<file path="config.mk">
export PLATFORM = sky130hd
export DESIGN_NAME = crc8_typed_frame_receiver
export DESIGN_NICKNAME = d
export VERILOG_FILES = /design/src/rtl/core/crc8rx_pkg.sv /design/src/rtl/core/crc8rx_crc.sv /design/src/rtl/core/crc8_typed_frame_receiver.sv
export SDC_FILE = /design/constraint.sdc
export NUM_CORES = 2
export LEC_CHECK = 0
export BUFFER_PORTS_ARGS = -buffer_cell sky130_fd_sc_hd__buf_2
export CORE_MARGIN = 8
export CORE_UTILIZATION = 65
export CTS_CLUSTER_SIZE = 10
export DETAILED_ROUTE_END_ITERATION = 8
export GPL_ROUTABILITY_DRIVEN = 1
export PLACE_DENSITY_LB_ADDON = 0.3
export SLEW_MARGIN = 5
export SYNTH_ARGS = -nofsm -noshare
export SYNTH_HDL_FRONTEND = slang
export SYNTH_SLANG_ARGS = --single-unit
</file>
<file path="constraint.sdc">
create_clock -name i_clk -period 14.7 [get_ports i_clk]
set_input_delay 2.94 -clock i_clk [delete_from_list [all_inputs] [get_ports i_clk]]
set_output_delay 2.94 -clock i_clk [all_outputs]
set_load 0.005 [all_outputs]
</file>
<file path="src/rtl/core/crc8rx_pkg.sv">
// Shared types and constants for the CRC-8 typed frame receiver.
package crc8rx_pkg;
    localparam int RING_DEPTH = 256;
    localparam int PTR_W = $clog2(RING_DEPTH);
    localparam int CNT_W = PTR_W + 1;

    localparam logic [2:0] ST_STORED   = 3'd0;
    localparam logic [2:0] ST_OVERFLOW = 3'd1;
    localparam logic [2:0] ST_NEED     = 3'd2;
    localparam logic [2:0] ST_BAD_CRC  = 3'd3;
    localparam logic [2:0] ST_UNKNOWN  = 3'd4;
    localparam logic [2:0] ST_CHUNK    = 3'd5;

    localparam logic [1:0] KIND_VERSION = 2'd0;
    localparam logic [1:0] KIND_REPORT  = 2'd1;
    localparam logic [1:0] KIND_CONTROL = 2'd2;
    localparam logic [1:0] KIND_STALL   = 2'd3;

    localparam logic [1:0] REG_VERSION = 2'd0;
    localparam logic [1:0] REG_REPORT  = 2'd1;
    localparam logic [1:0] REG_CONTROL = 2'd2;
    localparam logic [1:0] REG_STALL   = 2'd3;

    localparam logic [7:0] CRC_INIT = 8'hFF;
    localparam logic [7:0] CRC_POLY = 8'h07;

    // Result item: status, kind, type, length, chunk, byte count, last.
    typedef struct packed {
        logic [2:0]  status;
        logic [1:0]  frame_kind;
        logic [7:0]  frame_type_byte;
        logic [6:0]  payload_length;
        logic [63:0] payload_chunk;
        logic [3:0]  chunk_bytes;
        logic        last;
    } t_result;

    function automatic logic [7:0] sig_byte(input logic [2:0] idx);
        case (idx)
            3'd0:    sig_byte = 8'h72;
            3'd1:    sig_byte = 8'h65;
            3'd2:    sig_byte = 8'h57;
            3'd3:    sig_byte = 8'h41;
            3'd4:    sig_byte = 8'h53;
            3'd5:    sig_byte = 8'h44;
            default: sig_byte = 8'h00;
        endcase
    endfunction
endpackage

</file>
<file path="src/rtl/core/crc8rx_crc.sv">
// Byte-wide CRC-8 update, polynomial 0x07, MSB first.
module crc8rx_crc (
    input  logic [7:0] i_crc,
    input  logic [7:0] i_data,
    output logic [7:0] o_crc
);
    import crc8rx_pkg::*;
    always_comb begin
        logic [7:0] c;
        c = i_crc ^ i_data;
        for (int b = 0; b < 8; b++) begin
            c = c[7] ? ({c[6:0], 1'b0} ^ CRC_POLY) : {c[6:0], 1'b0};
        end
        o_crc = c;
    end
endmodule

</file>
<file path="src/rtl/core/crc8_typed_frame_receiver.sv">
// Top level: ring buffer, sequencer walking bytes through the CRC unit.
// Push: result valid in the cycle after the item is taken. Parse: check the type,
// length and CRC of the frame (and the signature of a version frame), then gather
// the payload into 8-byte chunks, one byte a cycle from the ring read port while no
// result waits; not ready while busy or while a result waits.
// Synchronous active-low reset clears pointers, count, state and config registers;
// ring contents stay undefined until written.
module crc8_typed_frame_receiver (
    input  logic        i_clk,
    input  logic        i_rst_n,
    input  logic        s_axis_tvalid,
    output logic        s_axis_tready,
    input  logic [15:0] s_axis_tdata,   // [0] operation, [8:1] rx_byte, rest zero
    input  logic        i_cfg_valid,
    output logic        o_cfg_ready,
    input  logic [1:0]  i_cfg_index,
    input  logic [7:0]  i_cfg_data,
    output logic        m_axis_tvalid,
    input  logic        m_axis_tready,
    output logic [87:0] m_axis_tdata,   // status[2:0] kind[4:3] type[12:5] len[19:13]
                                        // chunk[83:20] bytes[87:84]
    output logic        m_axis_tlast
);
    import crc8rx_pkg::*;

    typedef enum logic [3:0] {
        S_IDLE, S_HEAD, S_CLASS, S_CRC, S_CRCCHK, S_SIG, S_CHUNK, S_OUT
    } t_state;

    t_state r_state;
    logic [7:0] r_ring [RING_DEPTH];
    logic [7:0] r_rd;
    logic [PTR_W-1:0] r_head;
    logic [CNT_W-1:0] r_count;
    logic [7:0] r_ver, r_rep, r_ctl, r_stl;
    logic [7:0] r_crc;
    logic [1:0] r_kind;
    logic [6:0] r_len, r_idx, r_cidx;
    logic [3:0] r_nb;
    logic [63:0] r_chunk;
    logic r_valid, r_pend;
    t_result r_res;
    logic [7:0] crc_in, crc_out;
    logic [PTR_W-1:0] rd_addr;

    function automatic t_result start_result(input logic [2:0] st);
        start_result = '0;
        start_result.status = st;
        start_result.last = 1'b1;
    endfunction

    crc8rx_crc u_crc (.i_crc(crc_in), .i_data(r_rd), .o_crc(crc_out));
    assign crc_in = (r_idx == 7'd1) ? CRC_INIT : r_crc;

    assign s_axis_tready = (r_state == S_IDLE) && !r_valid;
    assign o_cfg_ready   = 1'b1;
    assign m_axis_tvalid = r_valid;
    assign m_axis_tdata  = {r_res.chunk_bytes, r_res.payload_chunk, r_res.payload_length,
                            r_res.frame_type_byte, r_res.frame_kind, r_res.status};
    assign m_axis_tlast  = r_res.last;

    // r_idx is the byte offset (from head) of the address issued this cycle
    always_comb begin
        rd_addr = r_head + PTR_W'(r_idx);
    end

    always_ff @(posedge i_clk) begin
        r_rd <= r_ring[rd_addr];
        if (s_axis_tvalid && s_axis_tready && !s_axis_tdata[0]
            && r_count < CNT_W'(RING_DEPTH))
            r_ring[r_head + r_count[PTR_W-1:0]] <= s_axis_tdata[8:1];
    end

    logic [7:0] d_rep, d_ctl;
    logic in_rep, in_ctl;
    always_comb begin
        d_rep = r_rd - r_rep;
        d_ctl = r_rd - r_ctl;
        in_rep = (r_rd >= r_rep) && ({1'b0, r_rd} <= {1'b0, r_rep} + 9'h3F);
        in_ctl = (r_rd >= r_ctl) && ({1'b0, r_rd} <= {1'b0, r_ctl} + 9'h40);
    end

    always_ff @(posedge i_clk) begin
        if (!i_rst_n) begin
            r_state <= S_IDLE;
            r_head  <= '0;
            r_count <= '0;
            r_valid <= 1'b0;
            r_ver <= '0; r_rep <= '0; r_ctl <= '0; r_stl <= '0;
            r_idx <= '0;
            r_pend <= 1'b0;
        end else begin
            if (i_cfg_valid) begin
                case (i_cfg_index)
                    REG_VERSION: r_ver <= i_cfg_data;
                    REG_REPORT:  r_rep <= i_cfg_data;
                    REG_CONTROL: r_ctl <= i_cfg_data;
                    REG_STALL:   r_stl <= i_cfg_data;
                    default: ;
                endcase
            end
            if (r_valid && m_axis_tready) r_valid <= 1'b0;
            case (r_state)
                S_IDLE: begin
                    r_idx <= '0;
                    if (s_axis_tvalid && s_axis_tready) begin
                        if (!s_axis_tdata[0]) begin
                            r_valid <= 1'b1;
                            if (r_count < CNT_W'(RING_DEPTH)) begin
                                r_count <= r_count + CNT_W'(1);
                                r_res <= start_result(ST_STORED);
                            end else r_res <= start_result(ST_OVERFLOW);
                        end else if (r_count == '0) begin
                            r_valid <= 1'b1;
                            r_res <= start_result(ST_NEED);
                        end else begin
                            r_res <= start_result(ST_NEED);
                            r_state <= S_HEAD;
                        end
                    end
                end
                S_HEAD: r_state <= S_CLASS;   // head byte read in flight
                S_CLASS: begin
                    r_res.frame_type_byte <= r_rd;
                    if (r_rd == r_ver) begin
                        r_kind <= KIND_VERSION; r_len <= 7'd6;
                    end else if (in_rep) begin
                        r_kind <= KIND_REPORT; r_len <= 7'(d_rep) + 7'd1;
                    end else if (in_ctl) begin
                        r_kind <= KIND_CONTROL; r_len <= 7'(d_ctl) + 7'd9;
                    end else if (r_rd == r_stl) begin
                        r_kind <= KIND_STALL; r_len <= 7'd9;
                    end else r_kind <= KIND_VERSION;
                    if (!(r_rd == r_ver || in_rep || in_ctl || r_rd == r_stl)) begin
                        r_res.status <= ST_UNKNOWN;
                        r_valid <= 1'b1;
                        r_state <= S_IDLE;
                        r_head <= r_head + PTR_W'(1);
                        r_count <= r_count - CNT_W'(1);
                    end else begin
                        r_state <= S_CRC;
                        r_crc <= CRC_INIT;
                        r_pend <= 1'b1;
                    end
                end
                S_CRC: begin
                    // first cycle: length known, check completeness
                    if (r_pend) begin
                        r_pend <= 1'b0;
                        r_res.frame_kind <= r_kind;
                        r_res.payload_length <= r_len;
                        if (r_count < CNT_W'(r_len) + CNT_W'(2)) begin
                            r_res.status <= ST_NEED;
                            r_valid <= 1'b1;
                            r_state <= S_IDLE;
                        end else begin
                            r_idx <= 7'd1;
                        end
                    end else begin
                        // r_rd holds the byte at r_idx-1; the type byte starts from init
                        r_crc <= crc_out;
                        if (r_idx == r_len + 7'd1) r_state <= S_CRCCHK;
                        else r_idx <= r_idx + 7'd1;
                    end
                end
                S_CRCCHK: begin
                    // r_rd = crc byte at len+1; r_crc covers payload up to len
                    if (r_crc != r_rd) begin
                        r_res.status <= ST_BAD_CRC;
                        r_valid <= 1'b1;
                        r_state <= S_IDLE;
                        r_head <= r_head + PTR_W'(1);
                        r_count <= r_count - CNT_W'(1);
                    end else begin
                        r_idx <= 7'd1;
                        r_cidx <= '0;
                        r_state <= (r_kind == KIND_VERSION) ? S_SIG : S_CHUNK;
                        r_chunk <= '0;
                        r_nb <= '0;
                        r_pend <= 1'b1;
                    end
                end
                S_SIG: begin
                    if (r_pend) begin
                        r_pend <= 1'b0;
                        r_idx <= 7'd2;
                    end else begin
                        if (r_rd != sig_byte(3'(r_idx - 7'd2))) begin
                            r_res.status <= ST_UNKNOWN;
                            r_res.frame_kind <= KIND_VERSION;
                            r_res.payload_length <= '0;
                            r_valid <= 1'b1;
                            r_state <= S_IDLE;
                            r_head <= r_head + PTR_W'(1);
                            r_count <= r_count - CNT_W'(1);
                        end else if (r_idx == 7'd7) begin
                            r_idx <= 7'd1;
                            r_state <= S_CHUNK;
                            r_pend <= 1'b1;
                        end else r_idx <= r_idx + 7'd1;
                    end
                end
                S_CHUNK: begin
                    // hold the read address until the previous chunk has gone
                    if (r_pend) begin
                        if (!r_valid) begin
                            r_pend <= 1'b0;
                            r_idx <= r_idx + 7'd1;
                        end
                    end else if (!r_valid) begin
                        r_chunk[8*r_nb[2:0] +: 8] <= r_rd;
                        r_nb <= r_nb + 4'd1;
                        r_cidx <= r_cidx + 7'd1;
                        if (r_cidx + 7'd1 == r_len || r_nb == 4'd7) begin
                            r_state <= S_OUT;
                        end else r_idx <= r_idx + 7'd1;
                    end
                end
                S_OUT: begin
                    if (!r_valid) begin
                        r_res.status <= ST_CHUNK;
                        r_res.payload_chunk <= r_chunk;
                        r_res.chunk_bytes <= r_nb;
                        r_res.last <= (r_cidx == r_len);
                        r_valid <= 1'b1;
                        r_chunk <= '0;
                        r_nb <= '0;
                        if (r_cidx == r_len) begin
                            r_state <= S_IDLE;
                            r_head <= r_head + PTR_W'(r_len) + PTR_W'(2);
                            r_count <= r_count - CNT_W'(r_len) - CNT_W'(2);
                        end else begin
                            r_state <= S_CHUNK;
                            r_pend <= 1'b1;
                        end
                    end
                end
                default: r_state <= S_IDLE;
            endcase
        end
    end

`ifndef SYNTH
    a_cnt: assert property (@(posedge i_clk) disable iff (!i_rst_n)
        r_count <= CNT_W'(RING_DEPTH)) else $error("ring count overflow");
    a_busy: assert property (@(posedge i_clk) disable iff (!i_rst_n)
        (r_state != S_IDLE) |-> !s_axis_tready) else $error("ready while busy");
    a_chunk: assert property (@(posedge i_clk) disable iff (!i_rst_n)
        (r_valid && r_res.status == ST_CHUNK) |-> (r_res.chunk_bytes != 4'd0))
        else $error("empty chunk");
`endif
endmodule

</file>
After elaboration in Yosys (flattened, before gate mapping)
Memory sizes are Yosys's and may differ from the RTL's. A register that Yosys moved wholly into a read port is not among the register bits.
Index checks and enable logic that the tools add are counted.
{"block": "classes", "n_addsub": 22, "magnitude_cmp": 6, "eq_ne": 52, "shift": 2, "n_mux": 127, "n_bitwise": 9, "n_reduce_logical": 49}
{"operator": "$mux W64", "n": 4}
{"operator": "$pmux W64 S3", "n": 1}
{"operator": "$mux W89", "n": 2}
{"operator": "$mux W7", "n": 20}
{"operator": "$pmux W69 S2", "n": 1}
{"operator": "$mux W8", "n": 12}
{"operator": "$mux W87", "n": 1}
{"operator": "$mux W9", "n": 9}
{"operator": "$mux W69", "n": 1}
{"operator": "$mux W4", "n": 17}
{"operator": "$bwmux W64", "n": 1}
{"operator": "$shift A8 B34 Y64 const A", "n": 1}
{"operator": "$shiftx A8 B34 Y64", "n": 1}
{"operator": "$pmux W9 S5", "n": 1}
{"operator": "$mux W3", "n": 14}
{"operator": "$pmux W7 S6", "n": 1}
{"operator": "$ne A2 B2 Y1 const B", "n": 18}
{"operator": "$pmux W7 S5", "n": 1}
{"operator": "$neg A6 Y34", "n": 1}
{"operator": "$pmux W4 S8", "n": 1}
{"operator": "$pmux W8 S2", "n": 2}
{"operator": "$pmux W8 S4", "n": 1}
{"operator": "$add A7 B1 Y7 const B", "n": 4}
{"operator": "$not A3 Y3", "n": 8}
{"operator": "65 further kinds", "n": 144}
{"block": "totals", "ff_bits": 243, "ramBits": 2048, "out_inout_bits": 92, "n_memories": 1}
{"memory": "r_ring", "words": 256, "width": 8, "rd": 1, "rd_ports_with_merged_regs": 1, "write_ports": 1, "line": "crc8_typed_frame_receiver.sv:31", "rtl": "logic [7:0] r_ring [RING_DEPTH];"}

Logic depth before layout (Yosys ltp)
{"block": "logic_depth", "word_depth": 21, "mapped_depth": 16, "mapped_depth_nobuf": 15}

Modules after synthesis
A second synthesis with hierarchy kept.
{"block": "hier_totals", "hier_cells": 4891, "hier_area_um2": 94563.2}
{"mod": "crc8_typed_frame_receiver", "n_inst": 1, "cells_each": 4870, "area_each_um2": 94356.7, "seq_area_each_um2": 68315.5}
{"mod": "crc8rx_crc", "n_inst": 1, "cells_each": 21, "area_each_um2": 206.4, "seq_area_each_um2": 0.0}

Least setup slack after synthesis
No wires, ideal clock.
{"block": "synth_path", "kind": "input port to flip-flop", "start": "in i_rst_n", "end": "reg r_chunk[0], enable pin", "setup_ns": 0.596, "arrival_ns": 8.303, "setup_slack_ns": 5.801, "cell_stages": 3, "path_buffers": 1, "path_cell_list": "clkbuf_1 nand2_1 a211oi_1"}
{"block": "synth_between", "elab_chain_len": 1}
{"element": "from (decl)", "line": "crc8_typed_frame_receiver.sv:10", "rtl": "input logic i_rst_n,"}
{"element": "$reduce_and A6 Y1 (no line)"}
{"element": "to (signal, indexed assignment)", "line": "crc8_typed_frame_receiver.sv:211", "rtl": "r_chunk[8*r_nb[2:0] +: 8] <= r_rd;"}
{"element": "to (decl)", "line": "crc8_typed_frame_receiver.sv:40", "rtl": "logic [63:0] r_chunk;"}
No other way between the ends.
A chain may end at the register's enable or synchronous reset.

Worst setup path in the final report
{"block": "layout_path", "start": "reg r_idx[0]", "end": "reg r_rd[5] (read register of r_ring)"}
{"block": "layout_between", "elab_chain_len": 1}
{"element": "from (decl)", "line": "crc8_typed_frame_receiver.sv:38", "rtl": "logic [6:0] r_len, r_idx, r_cidx;"}
{"element": "from (signal assigned)", "line": "crc8_typed_frame_receiver.sv:163", "rtl": "else r_idx <= r_idx + 7'd1;"}
{"element": "from (signal assigned)", "line": "crc8_typed_frame_receiver.sv:200", "rtl": "end else r_idx <= r_idx + 7'd1;"}
{"element": "from (signal assigned)", "line": "crc8_typed_frame_receiver.sv:208", "rtl": "r_idx <= r_idx + 7'd1;"}
{"element": "$add A8 B7 Y8", "line": "crc8_typed_frame_receiver.sv:64", "rtl": "rd_addr = r_head + PTR_W'(r_idx);"}
{"element": "to (decl)", "line": "crc8_typed_frame_receiver.sv:32", "rtl": "logic [7:0] r_rd;"}
No other way between the ends.

==> results.toml <==
[synth]
syn-cell-area_um2 = 94230
yosys.area.top_type = "edfxtp_1"
synthArstFlopShare_pct = 0
synth_nets = 5250
synth_area_leaders = "edfxtp_1, mux4_2, nor2_1, ha_1, dfxtp_1"
synth_cells = 5095
syn_area_per_cell_um2 = 18.49
ys_seq_area_share_pct = 72.50
synth-edff-count = 2229
ys_types = 69
yosys_register_bits = 2298
yosysWarningCount = 0
ys_dominant_reg_cell = "edfxtp_1"
yosysTopAreaCellShare_pct = 71.04

[cts]
cts_sinks = 2298
clk_latency_ns = 0.94
clk_pin_slew_ns = 0.06
cts_resized = 0
postCtsSetupRepairBufs = 0
holdBufCountCts = 0
cts_tree = "built"
htreeDepth = 5
cts-root-buf = "clkbuf_16"
cts_made_buffers = 282
clockBufferDepth = 4

[placed_design]
gp_congestion = 0.8828
port_buffers = 114
dp_hpwl_um = 134000
dp_cells = 6911

[timing]
hold_violations = 0
rsz0062_at_grt = "no"
slew_viol_final = 0
period_minus_slack_ns = 6.609
max_freq_mhz = 151.3
fin_crit_sh_pct = 44.96
tns_ns = 0
tightest_slew_ns = 1.399
skew_ns = 0.06406
setup_viol = 0
relSlewSlack_pct = 6.488

[grt]
antenna_found_initial = 11
grt_pass1_vias = 52110
grt-ovfl-total = 0
track_usage_pct = 30.92
grt_max_degree = 153
grt_pass1_wl_um = 354700

[worst_hold_path]
hold_depth = 2
hold_path_class = "reg -> reg"
hp-start = "r_ctl[4]"
whs_endpoint = "r_ctl[4]"

[floorplanning]
start_util_pct = 65.51
rows = 139
die_w_um = 396.7
num_io_pins = 123
die_h_um = 396.7
die-area_um2 = 157400
coreArea_um2 = 143800

[setup_path]
cp_top_family = "buffers and inverters"
r2r-start = "r_idx[0]"
critPathBufInv = 3
cp-start-kind = "flip-flop"
ff2ff_setup_slack_ns = 8.09
path_max_fanout = 138
end_kind = "flip-flop"
critPathSlowestCell = "fa_4"
reg2reg_depth = 11
crit_type = "reg -> reg"
arrival_ns = 7.33
r2r-end = "r_rd[5]"
cp_cell_sequence = "ha_4 -> fa_4 -> buf_12 -> buf_4 -> buf_4 -> mux4_2 -> mux4_2 -> nand2_1 -> a31oi_1 -> a211oi_1 -> nor4_1"
max_stage_delay_ns = 1.13
cp.required_ns = 15.42

[power]
pwr-share-seq_pct = 39.0
combPwrFrac_pct = 29.9
switching_share_pct = 29.92
p_sw_uw = 5749
internal_power_uw = 13470
p_leak_uw = 0.03354
irDropWorstVdd_mv = 0.2019
clkPwrFrac_pct = 31.0
powerDensity_nw_per_um2 = 184.1

[route]
routed_via_density = 7.112
finalWirelength_um = 244500
vias = 51580
drt_drc_violations_left = 0
ant_nets = 0
wl_per_cell_um = 33.71
firstDrtPassIters = 7
drt_iter0_drc = 7021

[layout]
n_fill_cell = 7803
drive_above_1_share_pct = 21.01
layout.cells.non_filler = 7253
multiInputGateArea_um2 = 24600
nets = 5447
area_growth_pct = 10.78
seq_area_um2 = 68320

[outcome]
status = "finished clean"

[job]
maxCapViolations = 0
Yosys cell counts (69+ instances only):
cell type / number
a21oi_1: 139
and2_1: 95
clkbuf_1: 196
dfxtp_1: 69
edfxtp_1: 2229
ha_1: 112
inv_1: 80
mux4_2: 600
nand2_1: 332
nand3_1: 117
nor2_1: 443
xnor2_1: 99
tightest hold or removal path, delay by kind of cell (launching register included):
| kind | cells | cell delay [ns] |
|---|---|---|
| DFF | 1 | 0.33 |
| muxes | 1 | 0.08 |
| and+or+nand+nor | 1 | 0.08 |
worst max path at each step:
| stage | startpoint | endpoint | depth (start not counted) |
|---|---|---|---|
| detailed placement | s_axis_tvalid | r_ring[20][6] | 8 |
| global route | r_idx[0] | r_rd[5] | 11 |
| floorplan | i_rst_n | r_chunk[0] | 3 |
| finish | r_idx[0] | r_rd[5] | 11 |
| global placement | s_axis_tvalid | r_ring[188][5] | 8 |
| CTS | r_idx[0] | r_rd[7] | 11 |
cells in the final DEF, fill, tap and decap left out, types with 29 or more instances in the layout:
master	Yosys	layout
inv_1	80	79
and2_1	95	95
nor3_1	32	32
a21oi_1	139	139
nand3_1	117	116
clkbuf_16	0	287
edfxtp_1	2229	2229
xnor2_1	99	96
buf_2	49	106
mux2i_1	61	61
and3_1	34	33
nand2_1	332	329
o21ai_0	46	46
ha_1	112	111
xor2_1	30	29
nor2_1	443	439
buf_4	4	76
clkbuf_1	196	34
mux4_2	600	600
dfxtp_1	69	69
a211oi_1	33	32
power by group through the flow:
stage / registers (uW) / clock network (uW) / logic, uW
after CTS: 7490 / 6000 / 5730
after detailed placement: 7620 / 0 / 5600
final: 7500 / 5970 / 5750
after floorplan: 7590 / 0 / 4030
after global placement: 7610 / 0 / 5500
after global routing: 7510 / 6210 / 6060
logic make-up (layout without fill, tap and decap cells):
group                      count (synthesis)  count (layout)  synth area share, %
AOI/OAI and AO/OA                        371             371                2.599
xor gates and xnor gates                 129             129                1.199
adders and majority gates                124             124                1.742
buffers and inverters                    364             609                1.531
DFF                                     2298            2298                72.50
muxes                                    661             661                14.99
other                                      1              11             0.003980
and+or+nand+nor                         1147            1147                5.435
through the flow:
| stage | total power, uW | setup slack, ns | area [um2] | hold slack (ns) | utilization, % |
|---|---|---|---|---|---|
| global route | 19780 | 8.002 | 104400 | 0.5500 | 72.55 |
| CTS | 19220 | 8.274 | 104400 | 0.5214 | 72.55 |
| floorplan | 11620 | 5.801 | 94230 | 0.4634 | - |
| global placement | 13120 | 8.142 | 96930 | 0.4811 | 67.39 |
| finish | 19220 | 8.091 | 104400 | 0.5202 | 72.57 |
| detailed placement | 13230 | 8.060 | 96930 | 0.5057 | 67.39 |
registers in the layout, indices dropped and copies added (netlist names), 8 cells and up:
register,cells
r_rep,8
r_count,9
r_ctl,8
m_axis_tdata,88
r_ver,8
r_stl,8
r_rd,8
r_crc,8
r_chunk,64
r_head,8
r_ring,2048
layer usage:
metal	routed length (um)	vias to the layer above	track usage, %
li1	-	20590	-
met1	83510	26170	39.57
met2	118700	4036	49.87
met3	28790	783	8.363
met4	13440	10	14.75
met5	70	-	0
area by class of cell:
type,instances,share of cell area (%)
sequential,2298,65.45
multi-input combinational,2433,23.57
clock buffer,321,7.003
tap,1903,2.281
timing repair buffer,196,1.275
inverter,81,0.2913
clock inverter,11,0.1115
antenna,10,0.02397
Note: power is estimated with default switching activity, not from simulation.
